===== config.mk =====
export PLATFORM = sky130hd
export DESIGN_NAME = stream_sentinel_remover
export DESIGN_NICKNAME = d
export VERILOG_FILES = /design/src/rtl/ssr_pkg.sv /design/src/rtl/stream_sentinel_remover.sv /design/src/rtl/ssr_match.sv
export SDC_FILE = /design/constraint.sdc
export NUM_CORES = 1
export LEC_CHECK = 0
export ABC_AREA = 0
export ABC_CLOCK_PERIOD_IN_PS = 5550
export BUFFER_PORTS_ARGS = -buffer_cell sky130_fd_sc_hd__buf_4
export CORE_UTILIZATION = 49
export DETAILED_ROUTE_END_ITERATION = 8
export PLACE_DENSITY_LB_ADDON = 0.3
export SYNTH_ARGS = -nofsm -noshare
export SYNTH_HDL_FRONTEND = slang
export SYNTH_SLANG_ARGS = --single-unit

===== constraint.sdc =====
create_clock -name clk -period 5.55 [get_ports clk]
set_input_delay 1.11 -clock clk [delete_from_list [all_inputs] [get_ports clk]]
set_output_delay 1.11 -clock clk [all_outputs]
set_load 0.1 [all_outputs]

===== src/rtl/ssr_pkg.sv =====
// shared constants and types for the stream sentinel remover
package ssr_pkg;

    localparam int MAX_SENTINEL_DEF = 16;
    localparam int SENT_BYTES_MAX   = 16;
    localparam int CFG_DATA_W       = 64;
    localparam int CFG_LEN_W        = 5;
    localparam int CFG_ADDR_W       = 2;
    localparam int IN_TDATA_W       = 8;
    localparam int OUT_TDATA_W      = 16;

    typedef enum logic [CFG_ADDR_W-1:0] {
        CFG_SENT_LO = 2'd0,
        CFG_SENT_HI = 2'd1,
        CFG_SENT_LEN = 2'd2
    } cfg_addr_t;

    typedef enum logic {
        FUNC_DATA  = 1'b0,
        FUNC_FLUSH = 1'b1
    } func_t;

    typedef struct packed {
        logic match;
        logic win_full;
    } match_stat_t;

endpackage


===== src/rtl/stream_sentinel_remover.sv =====
// stream sentinel remover top level: input register, hold window, result register
// a beat enters the input register; its result is then registered in the result register
// one data beat per cycle unless the output stalls; a flush sends each held byte or one empty beat
// the hold window is a register array shifted in place and compared combinationally
// reset clears the hold count, sentinel bytes and both beat valid flags; the length resets to 1
// held bytes and beat payloads themselves are not reset
module stream_sentinel_remover #(
    parameter int MAX_SENTINEL = ssr_pkg::MAX_SENTINEL_DEF
) (
    input  logic                              clk,
    input  logic                              rst_n,
    input  logic                              s_tvalid,
    output logic                              s_tready,
    input  logic [ssr_pkg::IN_TDATA_W-1:0]    s_tdata,   // data_byte[7:0]
    input  logic                              s_tuser,   // func[0]
    output logic                              m_tvalid,
    input  logic                              m_tready,
    output logic [ssr_pkg::OUT_TDATA_W-1:0]   m_tdata,   // out_byte[7:0], byte_valid[8], found[9], pad
    output logic                              m_tlast,   // last
    input  logic                              cfg_we,
    input  logic [ssr_pkg::CFG_ADDR_W-1:0]    cfg_addr,
    input  logic [ssr_pkg::CFG_DATA_W-1:0]    cfg_data
);

    localparam int CW         = $clog2(MAX_SENTINEL);
    localparam int HOLD_DEPTH = MAX_SENTINEL - 1;
    localparam logic [ssr_pkg::CFG_LEN_W-1:0] LEN_MAX = ssr_pkg::CFG_LEN_W'(MAX_SENTINEL);

    logic [ssr_pkg::CFG_DATA_W-1:0] sent_lo_reg;
    logic [ssr_pkg::CFG_DATA_W-1:0] sent_hi_reg;
    logic [ssr_pkg::CFG_LEN_W-1:0]  sent_len_reg;

    logic                           in_valid_reg;
    ssr_pkg::func_t                 in_func_reg;
    logic [7:0]                     in_byte_reg;

    logic [HOLD_DEPTH-1:0][7:0]     hold_reg;
    logic [HOLD_DEPTH-1:0][7:0]     hold_next;
    logic [CW-1:0]                  count_reg;
    logic [CW-1:0]                  count_next;

    logic                           out_valid_reg;
    logic [7:0]                     out_byte_reg;
    logic                           out_bvalid_reg;
    logic                           out_found_reg;
    logic                           out_last_reg;

    logic [CW-1:0]                  keep;
    logic                           advance;
    logic                           work;
    logic                           in_done;
    logic                           is_flush;
    logic                           shift;
    logic                           insert;
    logic [CW-1:0]                  ins_pos;
    ssr_pkg::match_stat_t           stat;

    logic                           res_valid;
    logic [7:0]                     res_byte;
    logic                           res_bvalid;
    logic                           res_found;
    logic                           res_last;

    always_comb
    begin
        if (sent_len_reg == '0)
        begin
            keep = '0;
        end
        else if (sent_len_reg > LEN_MAX)
        begin
            keep = CW'(HOLD_DEPTH);
        end
        else
        begin
            keep = CW'(sent_len_reg - ssr_pkg::CFG_LEN_W'(1));
        end
    end

    ssr_match #(
        .MAX_SENTINEL (MAX_SENTINEL)
    ) u_match (
        .hold      (hold_reg),
        .sentinel  ({sent_hi_reg, sent_lo_reg}),
        .keep      (keep),
        .count     (count_reg),
        .data_byte (in_byte_reg),
        .stat      (stat)
    );

    assign advance  = !out_valid_reg || m_tready;
    assign work     = in_valid_reg && advance;
    assign is_flush = (in_func_reg == ssr_pkg::FUNC_FLUSH);
    assign in_done  = work && (!is_flush || count_reg <= CW'(1));
    assign s_tready = !in_valid_reg || in_done;

    // result of the item at the head of the input register
    always_comb
    begin
        res_valid  = 1'b0;
        res_byte   = 8'd0;
        res_bvalid = 1'b0;
        res_found  = 1'b0;
        res_last   = 1'b0;
        if (is_flush)
        begin
            res_valid = 1'b1;
            res_last  = (count_reg <= CW'(1));
            if (count_reg != '0)
            begin
                res_byte   = hold_reg[0];
                res_bvalid = 1'b1;
            end
        end
        else if (stat.win_full)
        begin
            res_valid = 1'b1;
            if (stat.match)
            begin
                res_found = 1'b1;
            end
            else
            begin
                res_bvalid = 1'b1;
                res_byte   = (count_reg == '0) ? in_byte_reg : hold_reg[0];
            end
        end
    end

    // hold window update
    always_comb
    begin
        shift   = work && (is_flush || (stat.win_full && !stat.match && count_reg != '0));
        insert  = work && !is_flush && !(stat.win_full && (stat.match || count_reg == '0));
        ins_pos = stat.win_full ? count_reg - CW'(1) : count_reg;
        for (int i = 0; i < HOLD_DEPTH; i++)
        begin
            hold_next[i] = hold_reg[i];
            if (shift && i < HOLD_DEPTH - 1)
            begin
                hold_next[i] = hold_reg[i + 1];
            end
            if (insert && ins_pos == CW'(i))
            begin
                hold_next[i] = in_byte_reg;
            end
        end
    end

    always_comb
    begin
        count_next = count_reg;
        if (cfg_we && cfg_addr == ssr_pkg::CFG_SENT_LEN)
        begin
            count_next = '0;
        end
        else if (work)
        begin
            if (is_flush)
            begin
                count_next = (count_reg == '0) ? '0 : count_reg - CW'(1);
            end
            else if (!stat.win_full)
            begin
                count_next = count_reg + CW'(1);
            end
            else if (stat.match)
            begin
                count_next = '0;
            end
        end
    end

    always_ff @(posedge clk or negedge rst_n)
    begin
        if (!rst_n)
        begin
            sent_lo_reg  <= '0;
            sent_hi_reg  <= '0;
            sent_len_reg <= ssr_pkg::CFG_LEN_W'(1);
        end
        else if (cfg_we)
        begin
            case (cfg_addr)
                ssr_pkg::CFG_SENT_LO:  sent_lo_reg  <= cfg_data;
                ssr_pkg::CFG_SENT_HI:  sent_hi_reg  <= cfg_data;
                ssr_pkg::CFG_SENT_LEN: sent_len_reg <= cfg_data[ssr_pkg::CFG_LEN_W-1:0];
                default: ;
            endcase
        end
    end

    always_ff @(posedge clk or negedge rst_n)
    begin
        if (!rst_n)
        begin
            in_valid_reg  <= 1'b0;
            out_valid_reg <= 1'b0;
            count_reg     <= '0;
        end
        else
        begin
            count_reg <= count_next;
            if (s_tready)
            begin
                in_valid_reg <= s_tvalid;
            end
            if (advance)
            begin
                out_valid_reg <= work && res_valid;
            end
        end
    end

    always_ff @(posedge clk)
    begin
        hold_reg <= hold_next;
        if (s_tvalid && s_tready)
        begin
            in_func_reg <= ssr_pkg::func_t'(s_tuser);
            in_byte_reg <= s_tdata[7:0];
        end
        if (advance)
        begin
            out_byte_reg   <= res_byte;
            out_bvalid_reg <= res_bvalid;
            out_found_reg  <= res_found;
            out_last_reg   <= res_last;
        end
    end

    assign m_tvalid = out_valid_reg;
    assign m_tdata  = {6'd0, out_found_reg, out_bvalid_reg, out_byte_reg};
    assign m_tlast  = out_last_reg;

    a_count_in_window: assert property (@(posedge clk) disable iff (!rst_n)
        count_reg <= keep)
        else $error("hold count beyond window");

    a_found_no_byte: assert property (@(posedge clk) disable iff (!rst_n)
        m_tvalid && out_found_reg |-> !out_bvalid_reg && !out_last_reg)
        else $error("found beat carries byte or last");

    a_match_clears: assert property (@(posedge clk) disable iff (!rst_n)
        work && !is_flush && stat.win_full && stat.match |=> count_reg == '0)
        else $error("window not cleared after match");

    a_flush_drains: assert property (@(posedge clk) disable iff (!rst_n)
        work && is_flush && count_reg <= CW'(1) |=> count_reg == '0)
        else $error("flush left bytes held");

    a_flush_busy: assert property (@(posedge clk) disable iff (!rst_n)
        work && is_flush && count_reg > CW'(1) |-> !s_tready)
        else $error("new beat taken during flush drain");

endmodule


===== src/rtl/ssr_match.sv =====
// parallel window compare of held bytes plus incoming byte against the sentinel
module ssr_match #(
    parameter int MAX_SENTINEL = ssr_pkg::MAX_SENTINEL_DEF,
    localparam int CW          = $clog2(MAX_SENTINEL),
    localparam int HOLD_DEPTH  = MAX_SENTINEL - 1
) (
    input  logic [HOLD_DEPTH-1:0][7:0]               hold,
    input  logic [ssr_pkg::SENT_BYTES_MAX-1:0][7:0]  sentinel,
    input  logic [CW-1:0]                            keep,
    input  logic [CW-1:0]                            count,
    input  logic [7:0]                               data_byte,
    output ssr_pkg::match_stat_t                     stat
);

    logic [7:0] tail_byte;
    logic       hold_ok;

    always_comb
    begin
        tail_byte = 8'd0;
        for (int k = 0; k < MAX_SENTINEL; k++)
        begin
            if (keep == CW'(k))
            begin
                tail_byte = sentinel[k];
            end
        end
    end

    always_comb
    begin
        hold_ok = 1'b1;
        for (int i = 0; i < HOLD_DEPTH; i++)
        begin
            if (CW'(i) < keep && hold[i] != sentinel[i])
            begin
                hold_ok = 1'b0;
            end
        end
    end

    assign stat.win_full = (count == keep);
    assign stat.match    = hold_ok && (tail_byte == data_byte);

endmodule


==> impl_metrics.ini, run 1 <==
[finish]
layout_common_cells = edfxtp_1, buf_4, dfrtp_1
areaGrowthSynthToFinish_pct = 14.38
final_cells = 1765
final_common_cell = edfxtp_1
largest_register_ffs = 120
fin_nets = 1424
num_antenna_cells = 0
drive_gt1_share_pct = 33.09
final_util_pct = 56.92

[setup_path]
crit_top_cell = buf_4
rrSetupSlack_ps = 260
critPathMaxFanout = 13
arrival_ps = 5570
slowest_delay_ps = 520
end_kind = flip-flop
cp_slowest_cell = or4b_1
critPathKind = reg -> reg
startpoint_type = flip-flop
worstPathRequired_ps = 5830
path_cells = inv_1, ha_2, buf_4, or3b_1, maj3_2, a32o_1, a221o_1, a31oi_1, o221ai_1, a311oi_1, nand4bb_2, o21ai_1, or4b_1, a211oi_2, buf_4

[routing]
num_vias = 11089
drtIter0Drc = 903
routed_wl_um = 50350
viasPerCell = 6.283
drcViolationCount = 0
drtPass1Iterations = 6
ant_nets = 0
wl_per_cell_um = 28.53

[pwr]
power_leakage_nw = 6.853
max-vdd-ir-drop_mv = 0.3089
p_per_area_mw_per_mm2 = 495.8
power.total_mw = 8.905

[sta]
min_period_ps = 5294
setup_tns_ps = 0
setup_viol = 0
skew_ps = 11.75
hold_violations = 0
setup_ws_ps = 255.9
clock.fmax_mhz = 188.9
post-route-period-util_pct = 95.39
slew_headroom_pct = 36.29
finalMaxSlewViolations = 0
tightest_slew_ps = 953.7
rsz0062_at_grt = false

[placed_design]
place_inst = 1708
pre_cts_ws_ps = 128.4
gp_congestion = 1.031
portBuffers = 92
hpwl_um = 38290

[grt]
grt_pass1_wl_um = 73320
grt_antenna_before_repair = 0
grt-ovfl-total = 0
grt_max_degree = 89
grt_pass1_vias = 10778
grt_use_total_pct = 30.89

[clock_network]
cts_buffers = 31
clock_path_buffers = 3
clock_latency_ps = 570
clock_sinks = 279
cts.htree.levels = 1
clk_pin_slew_ps = 70
root_buffer = clkbuf_16
cts_tree = done

[logic_synthesis]
synth-edff-count = 140
synthFlopType = edfxtp_1
synth_area_mm2 = 0.01570
ys_warn_count = 0
ys_ff_latch = 279
synth_cell_types = 97
yosysSeqAreaShare_pct = 48.93
avgSynthCellArea_um2 = 12.71
syn_inst = 1235
synth-async-reset-ratio_pct = 49.82

[floorplanning]
initial_core_util_pct = 49.76
die_w_um = 181.0
rows = 65
ios = 99
core_mm2 = 0.03156
die_area_mm2 = 0.03277
die_height_um = 181.0

[job]
max-cap-violations = 0

[status]
status = finished, final reports clean

[worst_hold_path]
hold_path_class = reg -> reg
-- layout make-up --
type	instances	area [um2]
fillers	2652	13590
flip-flops and latches	279	7684
inverters	21	78.83
well taps	402	503.0
multi-input cells	863	7617
clock buffers	43	842.1
repair buffers	143	1115
clock inverters	14	121.4
-- kinds of logic (layout without fill, tap and decap cells) --
logic type,after synthesis,count (layout),share of synthesized area [%]
DFF,279,279,48.93
buffers and inverters,98,221,2.789
muxes,257,257,20.61
other,1,6,0.02388
adders and majority gates,7,7,0.5339
and+or+nand+nor,233,233,8.398
xor gates and xnor gates,130,130,7.251
AOI/OAI and AO/OA,230,230,11.47
-- synthesized netlist by cell type (5+ instances only) --
library cell | count | area (um2)
ha_1 | 5 | 62.56
a22o_1 | 14 | 122.6
a21oi_4 | 13 | 211.5
o21ai_0 | 38 | 190.2
clkbuf_1 | 45 | 168.9
a21o_1 | 5 | 37.54
a21oi_1 | 24 | 120.1
nor3_1 | 17 | 85.08
nor2_1 | 40 | 150.1
xor2_1 | 44 | 385.4
mux2_4 | 96 | 1441
inv_1 | 17 | 63.81
nor2b_1 | 7 | 43.79
a22oi_1 | 9 | 67.56
dfrtp_1 | 138 | 3453
a221oi_1 | 9 | 78.83
mux2_2 | 130 | 1464
nand4_1 | 25 | 156.4
o31ai_1 | 8 | 60.06
mux2i_1 | 15 | 150.1
xnor2_1 | 86 | 753.2
o21ai_1 | 8 | 40.04
nand2b_1 | 25 | 156.4
a211oi_1 | 13 | 97.59
nand2_1 | 52 | 195.2
edfxtp_1 | 140 | 4204
nand3_1 | 12 | 60.06
a31oi_1 | 9 | 56.30
o22ai_1 | 10 | 62.56
mux2_1 | 16 | 180.2
buf_2 | 17 | 85.08
buf_4 | 11 | 82.58
o211ai_1 | 7 | 52.55
nor4_1 | 15 | 93.84
a32o_1 | 6 | 60.06
-- path summary, 6_finish.rpt --
path | from | end | cells after the start
min in group asynchronous | rst_n | count_reg[2] | 1
max reg2reg | sent_len_reg[1] | hold_reg[117] | 15
min reg2reg | sent_hi_reg[59] | sent_hi_reg[59] | 1
max in group asynchronous | rst_n | sent_lo_reg[26] | 2
max | sent_len_reg[1] | hold_reg[117] | 15
min | sent_hi_reg[59] | sent_hi_reg[59] | 1
-- worst max-delay path: cells and delay by family (launching register included) --
kind / cells / cell delay, ps
fa+ha+maj: 2 / 750
compound gates: 7 / 1910
simple gates: 3 / 1300
flops: 1 / 480
buf+inv: 3 / 550
-- metrics by stage --
stage	instance area [um2]	hold slack, ps
after floorplan	15720	424.4
after global placement	16990	487.2
after detailed placement	16990	493.4
after CTS	17950	505.7
after global routing	17960	522.7
final	17960	503.4
-- metal layers --
layer	track usage, %	vias up	share of wire, %	wire length, um
li1	-	4847	-	-
met1	42.85	5563	43	21570
met2	48.29	551	45	22670
met3	4.072	128	7.0	3500
met4	14.24	0	5.2	2606
met5	0	-	0	0
-- where the power goes --
group          total, mW  leakage [nW]  switching [mW]  internal [mW]
logic               3.41          3.41            1.97           1.44
clock network       1.97         0.462           0.823           1.14
registers           3.53          2.98           0.633           2.90
total               8.91          6.85            3.43           5.48
-- timing repair --
action,in CTS,in global routing
hold endpoints to repair,0,0
setup buffers,0,0
gates resized for setup,0,3
endpoints found under the setup margin,0,182
hold buffers,0,0
No activity file was read; power rests on OpenSTA's default activity.
==> inputs of run 2 (changes only) <==
Settings changed: BUFFER_PORTS_ARGS -buffer_cell sky130_fd_sc_hd__buf_4 to -buffer_cell sky130_fd_sc_hd__buf_2, SLEW_MARGIN set to 25.
==> run 2 against run 1 <==
Against the previous run:
- highest routed layer unchanged
- register-to-register slack gained 30 ps
- clock skew decreased by 4.2 ps
- critical path type unchanged
- sequential cell count stayed put
==> impl_metrics.ini, run 2 (synthesized netlist as in run 1, its figures left out) <==
[status]
status = finished, final reports clean

[setup_path]
path_cells = inv_1, ha_1, buf_4, or3b_1, maj3_2, a32o_1, a221o_1, a31oi_1, o221ai_1, a311oi_1, nand4bb_4, o21ai_1, or4b_1, a211oi_1, buf_4
crit_top_cell = buf_4
slowest_delay_ps = 500
worstPathRequired_ps = 5810
critPathMaxFanout = 10
startpoint_type = flip-flop
critPathKind = reg -> reg
arrival_ps = 5530
end_kind = flip-flop
cp_slowest_cell = or4b_1

[floorplanning]
initial_core_util_pct = 49.76
rows = 65
die_w_um = 181.0
ios = 99
die_area_mm2 = 0.03277
die_height_um = 181.0
core_mm2 = 0.03156

[finish]
fill_cells = 2599
final_cell_area_mm2 = 0.01777
drive_gt1_share_pct = 33.65
final_common_cell = edfxtp_1
layout_common_cells = edfxtp_1, dfrtp_1, mux2_2
areaGrowthSynthToFinish_pct = 13.16
largest_register_ffs = 120
final_cells = 1767
fin_nets = 1425

[sta]
clock.fmax_mhz = 189.9
setup_tns_ps = 0
setup_viol = 0
rsz0062_at_grt = false
hold_violations = 0
min_period_ps = 5267
slew_headroom_pct = 32.19
finalMaxSlewViolations = 0
post-route-period-util_pct = 94.91
tightest_slew_ps = 1017
skew_ps = 7.583

[clock_network]
clock_latency_ps = 560
clock_sinks = 279
cts_buffers = 30
cts.htree.levels = 1
root_buffer = clkbuf_16
clk_pin_slew_ps = 60
cts_tree = done
clock_path_buffers = 3
ctsHoldBuffers = 0

[routing]
drtIter0Drc = 1115
drtPass1Iterations = 6
routed_wl_um = 50440
drcViolationCount = 0
wl_per_cell_um = 28.55
num_vias = 11152
ant_nets = 0
viasPerCell = 6.311

[grt]
grt_pass1_vias = 10897
grt_max_degree = 68
grt_use_total_pct = 30.90
grt_antenna_before_repair = 1
grt_pass1_wl_um = 72950
grt-ovfl-total = 0

[pwr]
p_seq_share_pct = 40.0
netSwitchingFraction_pct = 38.47
p_switching_mw = 3.415
internal_power_mw = 5.462
comb_power_share_pct = 37.9
pwr-share-clk_pct = 22.2
max-vdd-ir-drop_mv = 0.3145
power_leakage_nw = 6.810
p_per_area_mw_per_mm2 = 499.5

[placed_design]
placed_area_mm2 = 0.01670
place_inst = 1704
hpwl_um = 38520
gp_congestion = 1.078
portBuffers = 92

[job]
max-cap-violations = 0

[worst_hold_path]
hold_path_class = in -> async
run 2: cell types whose count changed in the layout (fill, tap and decap cells not counted), moves of 2 or more:
| cell | delta |
|---|---|
| buf_2 | +91 |
| clkinv_4 | +2 |
| nand2b_2 | +3 |
| clkinv_1 | -5 |
| nand2b_1 | -3 |
| buf_4 | -88 |
| clkinv_2 | +4 |
| clkbuf_8 | +2 |
| clkinvlp_4 | -2 |
run 2: repair_timing:
action                                  4_1_cts  5_1_grt
endpoints found under the setup margin        0      152
buffers inserted                              0        6
gates resized for setup                       0        5
run 2: path summary, 6_finish.rpt:
check                           startpoint              end  slack [ps]  depth (start not counted)
max                        sent_len_reg[1]    hold_reg[112]         280                         15
min                                  rst_n  sent_hi_reg[21]         510                          1
max reg2reg                sent_len_reg[1]    hold_reg[112]         280                         15
min reg2reg                sent_hi_reg[59]  sent_hi_reg[59]         520                          1
max in group asynchronous            rst_n  sent_lo_reg[41]        4030                          2
min in group clk           sent_hi_reg[59]  sent_hi_reg[59]         520                          1
run 2: metal layers:
| layer | vias up | global-route usage (%) | share of wire, % |
|---|---|---|---|
| met4 | 0 | 14.20 | 5.0 |
| met2 | 564 | 48.22 | 45 |
| met5 | - | 0 | 0 |
| met3 | 124 | 4.052 | 7.5 |
| li1 | 4848 | - | - |
| met1 | 5616 | 43.00 | 42 |
run 2: power groups by stage:
stage          combinational (mW)  sequential, mW  clock, mW
3_3_place_gp                 3.21            3.54          0
5_1_grt                      3.56            3.58       2.08
3_5_place_dp                 3.26            3.56          0
2_1_floorplan                2.29            3.48          0
4_1_cts                      3.27            3.53       1.99
6_report                     3.36            3.55       1.97
run 2: through the flow:
stage          hold WS, ps  setup WS (ps)  power (mW)  util (%)
2_1_floorplan        424.4          243.2       5.770         -
3_3_place_gp         495.3          331.1       6.750     52.93
3_5_place_dp         505.9          147.4       6.820     52.93
4_1_cts              518.3          104.4       8.790     56.03
5_1_grt              537.9          34.84       9.210     56.30
6_report             507.2          282.7       8.877     56.31
run 2: area by class of cell:
type	count	area [um2]	share of cell area [%]
sequential	279	7684	43.24
multi-input combinational	863	7635	42.97
clock buffer	45	890.9	5.013
timing repair buffer	145	889.6	5.006
tap	402	503.0	2.831
clock inverter	11	86.33	0.4858
inverter	21	78.83	0.4436
antenna	1	2.502	0.01408
run 2: worst max-delay path: cells and delay by family (launching register included):
family | cells | cell delay [ps]
DFF | 1 | 470
adders and majority gates | 2 | 760
and+or+nand+nor | 3 | 1260
buffers and inverters | 3 | 580
AOI/OAI and AO/OA | 7 | 1890
==> inputs of run 3 (changes only) <==
Settings changed: CTS_BUF_LIST set to sky130_fd_sc_hd__clkbuf_8, REMOVE_ABC_BUFFERS set to 1.
==> run 3 against run 2 <==
Against the previous run:
- clock power fell by 9.6%
- combinational power down 1%
- setup slack improved by 37 ps
- worst hold slack better by 41 ps
- global-route usage about the same
- die area did not move
- routed wire length is 0.76% lower
- sequential power about the same
- critical endpoint is now hold_reg[81]
- largest power group unchanged
==> impl_metrics.ini, run 3 (synthesized netlist as in run 1, its figures left out) <==
[status]
status = finished, final reports clean

[placed_design]
gp_congestion = 1.041
pre_cts_ws_ps = 363.9
portBuffers = 92
hpwl_um = 37520

[grt]
grt_use_total_pct = 30.95
grt-ovfl-total = 0
grt_antenna_before_repair = 0
grt_pass1_vias = 11023
grt_max_degree = 83
grt_pass1_wl_um = 73750

[clock_network]
root_buffer = clkbuf_8
clock_path_buffers = 3
cts_tree = done
postCtsResizedCells = 0
ctsHoldBuffers = 0
clock_sinks = 279
clk_pin_slew_ps = 60
cts_buffers = 46
cts.htree.levels = 2
post-cts-setup-buffers = 0
clock_latency_ps = 570

[finish]
fill_cells = 2677
largest_register_ffs = 120
drive_gt1_share_pct = 33.69
fin_nets = 1434
layout_common_cells = edfxtp_1, dfrtp_1, mux2_2
areaGrowthSynthToFinish_pct = 12.16
final_common_cell = edfxtp_1
num_antenna_cells = 0

[sta]
tightest_slew_ps = 1005
rsz0062_at_grt = false
finalMaxSlewViolations = 0
min_period_ps = 5231
setup_ws_ps = 319.4
post-route-period-util_pct = 94.24
setup_viol = 0
clock.fmax_mhz = 191.2
slew_headroom_pct = 33.00
hold_violations = 0
skew_ps = 36.27

[floorplanning]
rows = 65
die_area_mm2 = 0.03277
core_mm2 = 0.03156
initial_core_util_pct = 49.76
die_w_um = 181.0
ios = 99
die_height_um = 181.0

[pwr]
p_seq_share_pct = 41.1
power_leakage_nw = 6.807
internal_power_mw = 5.221
max-vdd-ir-drop_mv = 0.3457
power.total_mw = 8.661
pwr-share-clk_pct = 20.6
netSwitchingFraction_pct = 39.72
p_per_area_mw_per_mm2 = 491.8
p_switching_mw = 3.441
comb_power_share_pct = 38.3

[routing]
ant_nets = 0
num_vias = 11153
drcViolationCount = 0
viasPerCell = 6.238
routed_wl_um = 50060
drtPass1Iterations = 7
drtIter0Drc = 1181
wl_per_cell_um = 28.00

[setup_path]
end_kind = flip-flop
startpoint_type = flip-flop
endpoint = hold_reg[81]
r2r-start = sent_len_reg[1]
rrSetupSlack_ps = 320
critPathMaxFanout = 15
reg2reg_to = hold_reg[81]
worstPathRequired_ps = 5780
ff2ff_path_depth = 15
critPathKind = reg -> reg
arrival_ps = 5470
crit_start = sent_len_reg[1]

[worst_hold_path]
hold_path_class = reg -> reg

[job]
max-cap-violations = 0
==> run 3: changes by cell type in the layout (fill, tap and decap cells not counted), sizes merged <==
cell / change
buf: -7
clkbuf: +7
bufinv: +1
inv: +19
diode: -1
clkinvlp: +3
clkinv: -1
==> run 3: through the flow <==
| step | util (%) | setup TNS (ps) | area [um2] | hold slack (ps) | instances |
|---|---|---|---|---|---|
| after CTS | 55.80 | 0 | 17610 | 557.5 | 1788 |
| after global placement | 52.91 | 0 | 16690 | 523.2 | 1703 |
| after floorplan | - | -67470 | 15360 | 479.0 | 1163 |
| final | 55.81 | 0 | 17610 | 548.0 | 1788 |
| after detailed placement | 52.91 | 0 | 16690 | 539.0 | 1703 |
| after global routing | 55.81 | 0 | 17610 | 571.8 | 1788 |
==> run 3: area by class of cell <==
type                    count  area [um2]  area share (%)
well taps                 402       503.0           2.856
multi-input cells         863        7610           43.21
flip-flops and latches    279        7684           43.63
repair buffers            138       824.5           4.682
inverters                  21       78.83          0.4476
clock inverters            33       196.4           1.115
clock buffers              52       715.7           4.064
==> run 3: how the worst min path moves through the flow <==
stage | start | to | slack (ps) | cells after the start
global placement | in_valid_reg | m_tvalid | 520 | 2
detailed placement | in_valid_reg | m_tvalid | 540 | 2
global route | sent_hi_reg[62] | sent_hi_reg[62] | 570 | 1
CTS | sent_hi_reg[56] | sent_hi_reg[56] | 560 | 1
finish | sent_hi_reg[62] | sent_hi_reg[62] | 550 | 1
floorplan | sent_hi_reg[56] | sent_hi_reg[56] | 480 | 1
==> run 3: metal layers <==
| metal | GRT usage, % | vias to the layer above | wire length (um) | part of all wire [%] |
|---|---|---|---|---|
| met5 | 0 | - | 0 | 0 |
| met4 | 14.44 | 0 | 2424 | 4.8 |
| met3 | 5.362 | 132 | 3681 | 7.4 |
| met2 | 48.14 | 561 | 22530 | 45 |
| met1 | 42.23 | 5586 | 21420 | 43 |
| li1 | - | 4874 | - | - |
==> run 3: power groups by stage <==
stage / combinational [mW] / clock, mW / sequential [mW]
6_report: 3.32 / 1.78 / 3.56
5_1_grt: 3.52 / 1.91 / 3.59
2_1_floorplan: 2.11 / 0 / 3.59
4_1_cts: 3.28 / 1.82 / 3.54
3_5_place_dp: 3.27 / 0 / 3.57
3_3_place_gp: 3.23 / 0 / 3.57
==> run 3: critical path, cell delays in order, from the launching register on <==
cell       delay, ps
dfrtp_1          470
inv_1            110
ha_1             360
buf_4            270
or3b_1           470
maj3_2           430
a32o_1           280
a221oi_1         400
a21oi_1          150
or4_1            490
nand3_1          160
nand4bb_2        190
buf_4            210
o21ai_4          360
a21oi_4          200
nand2b_1         360
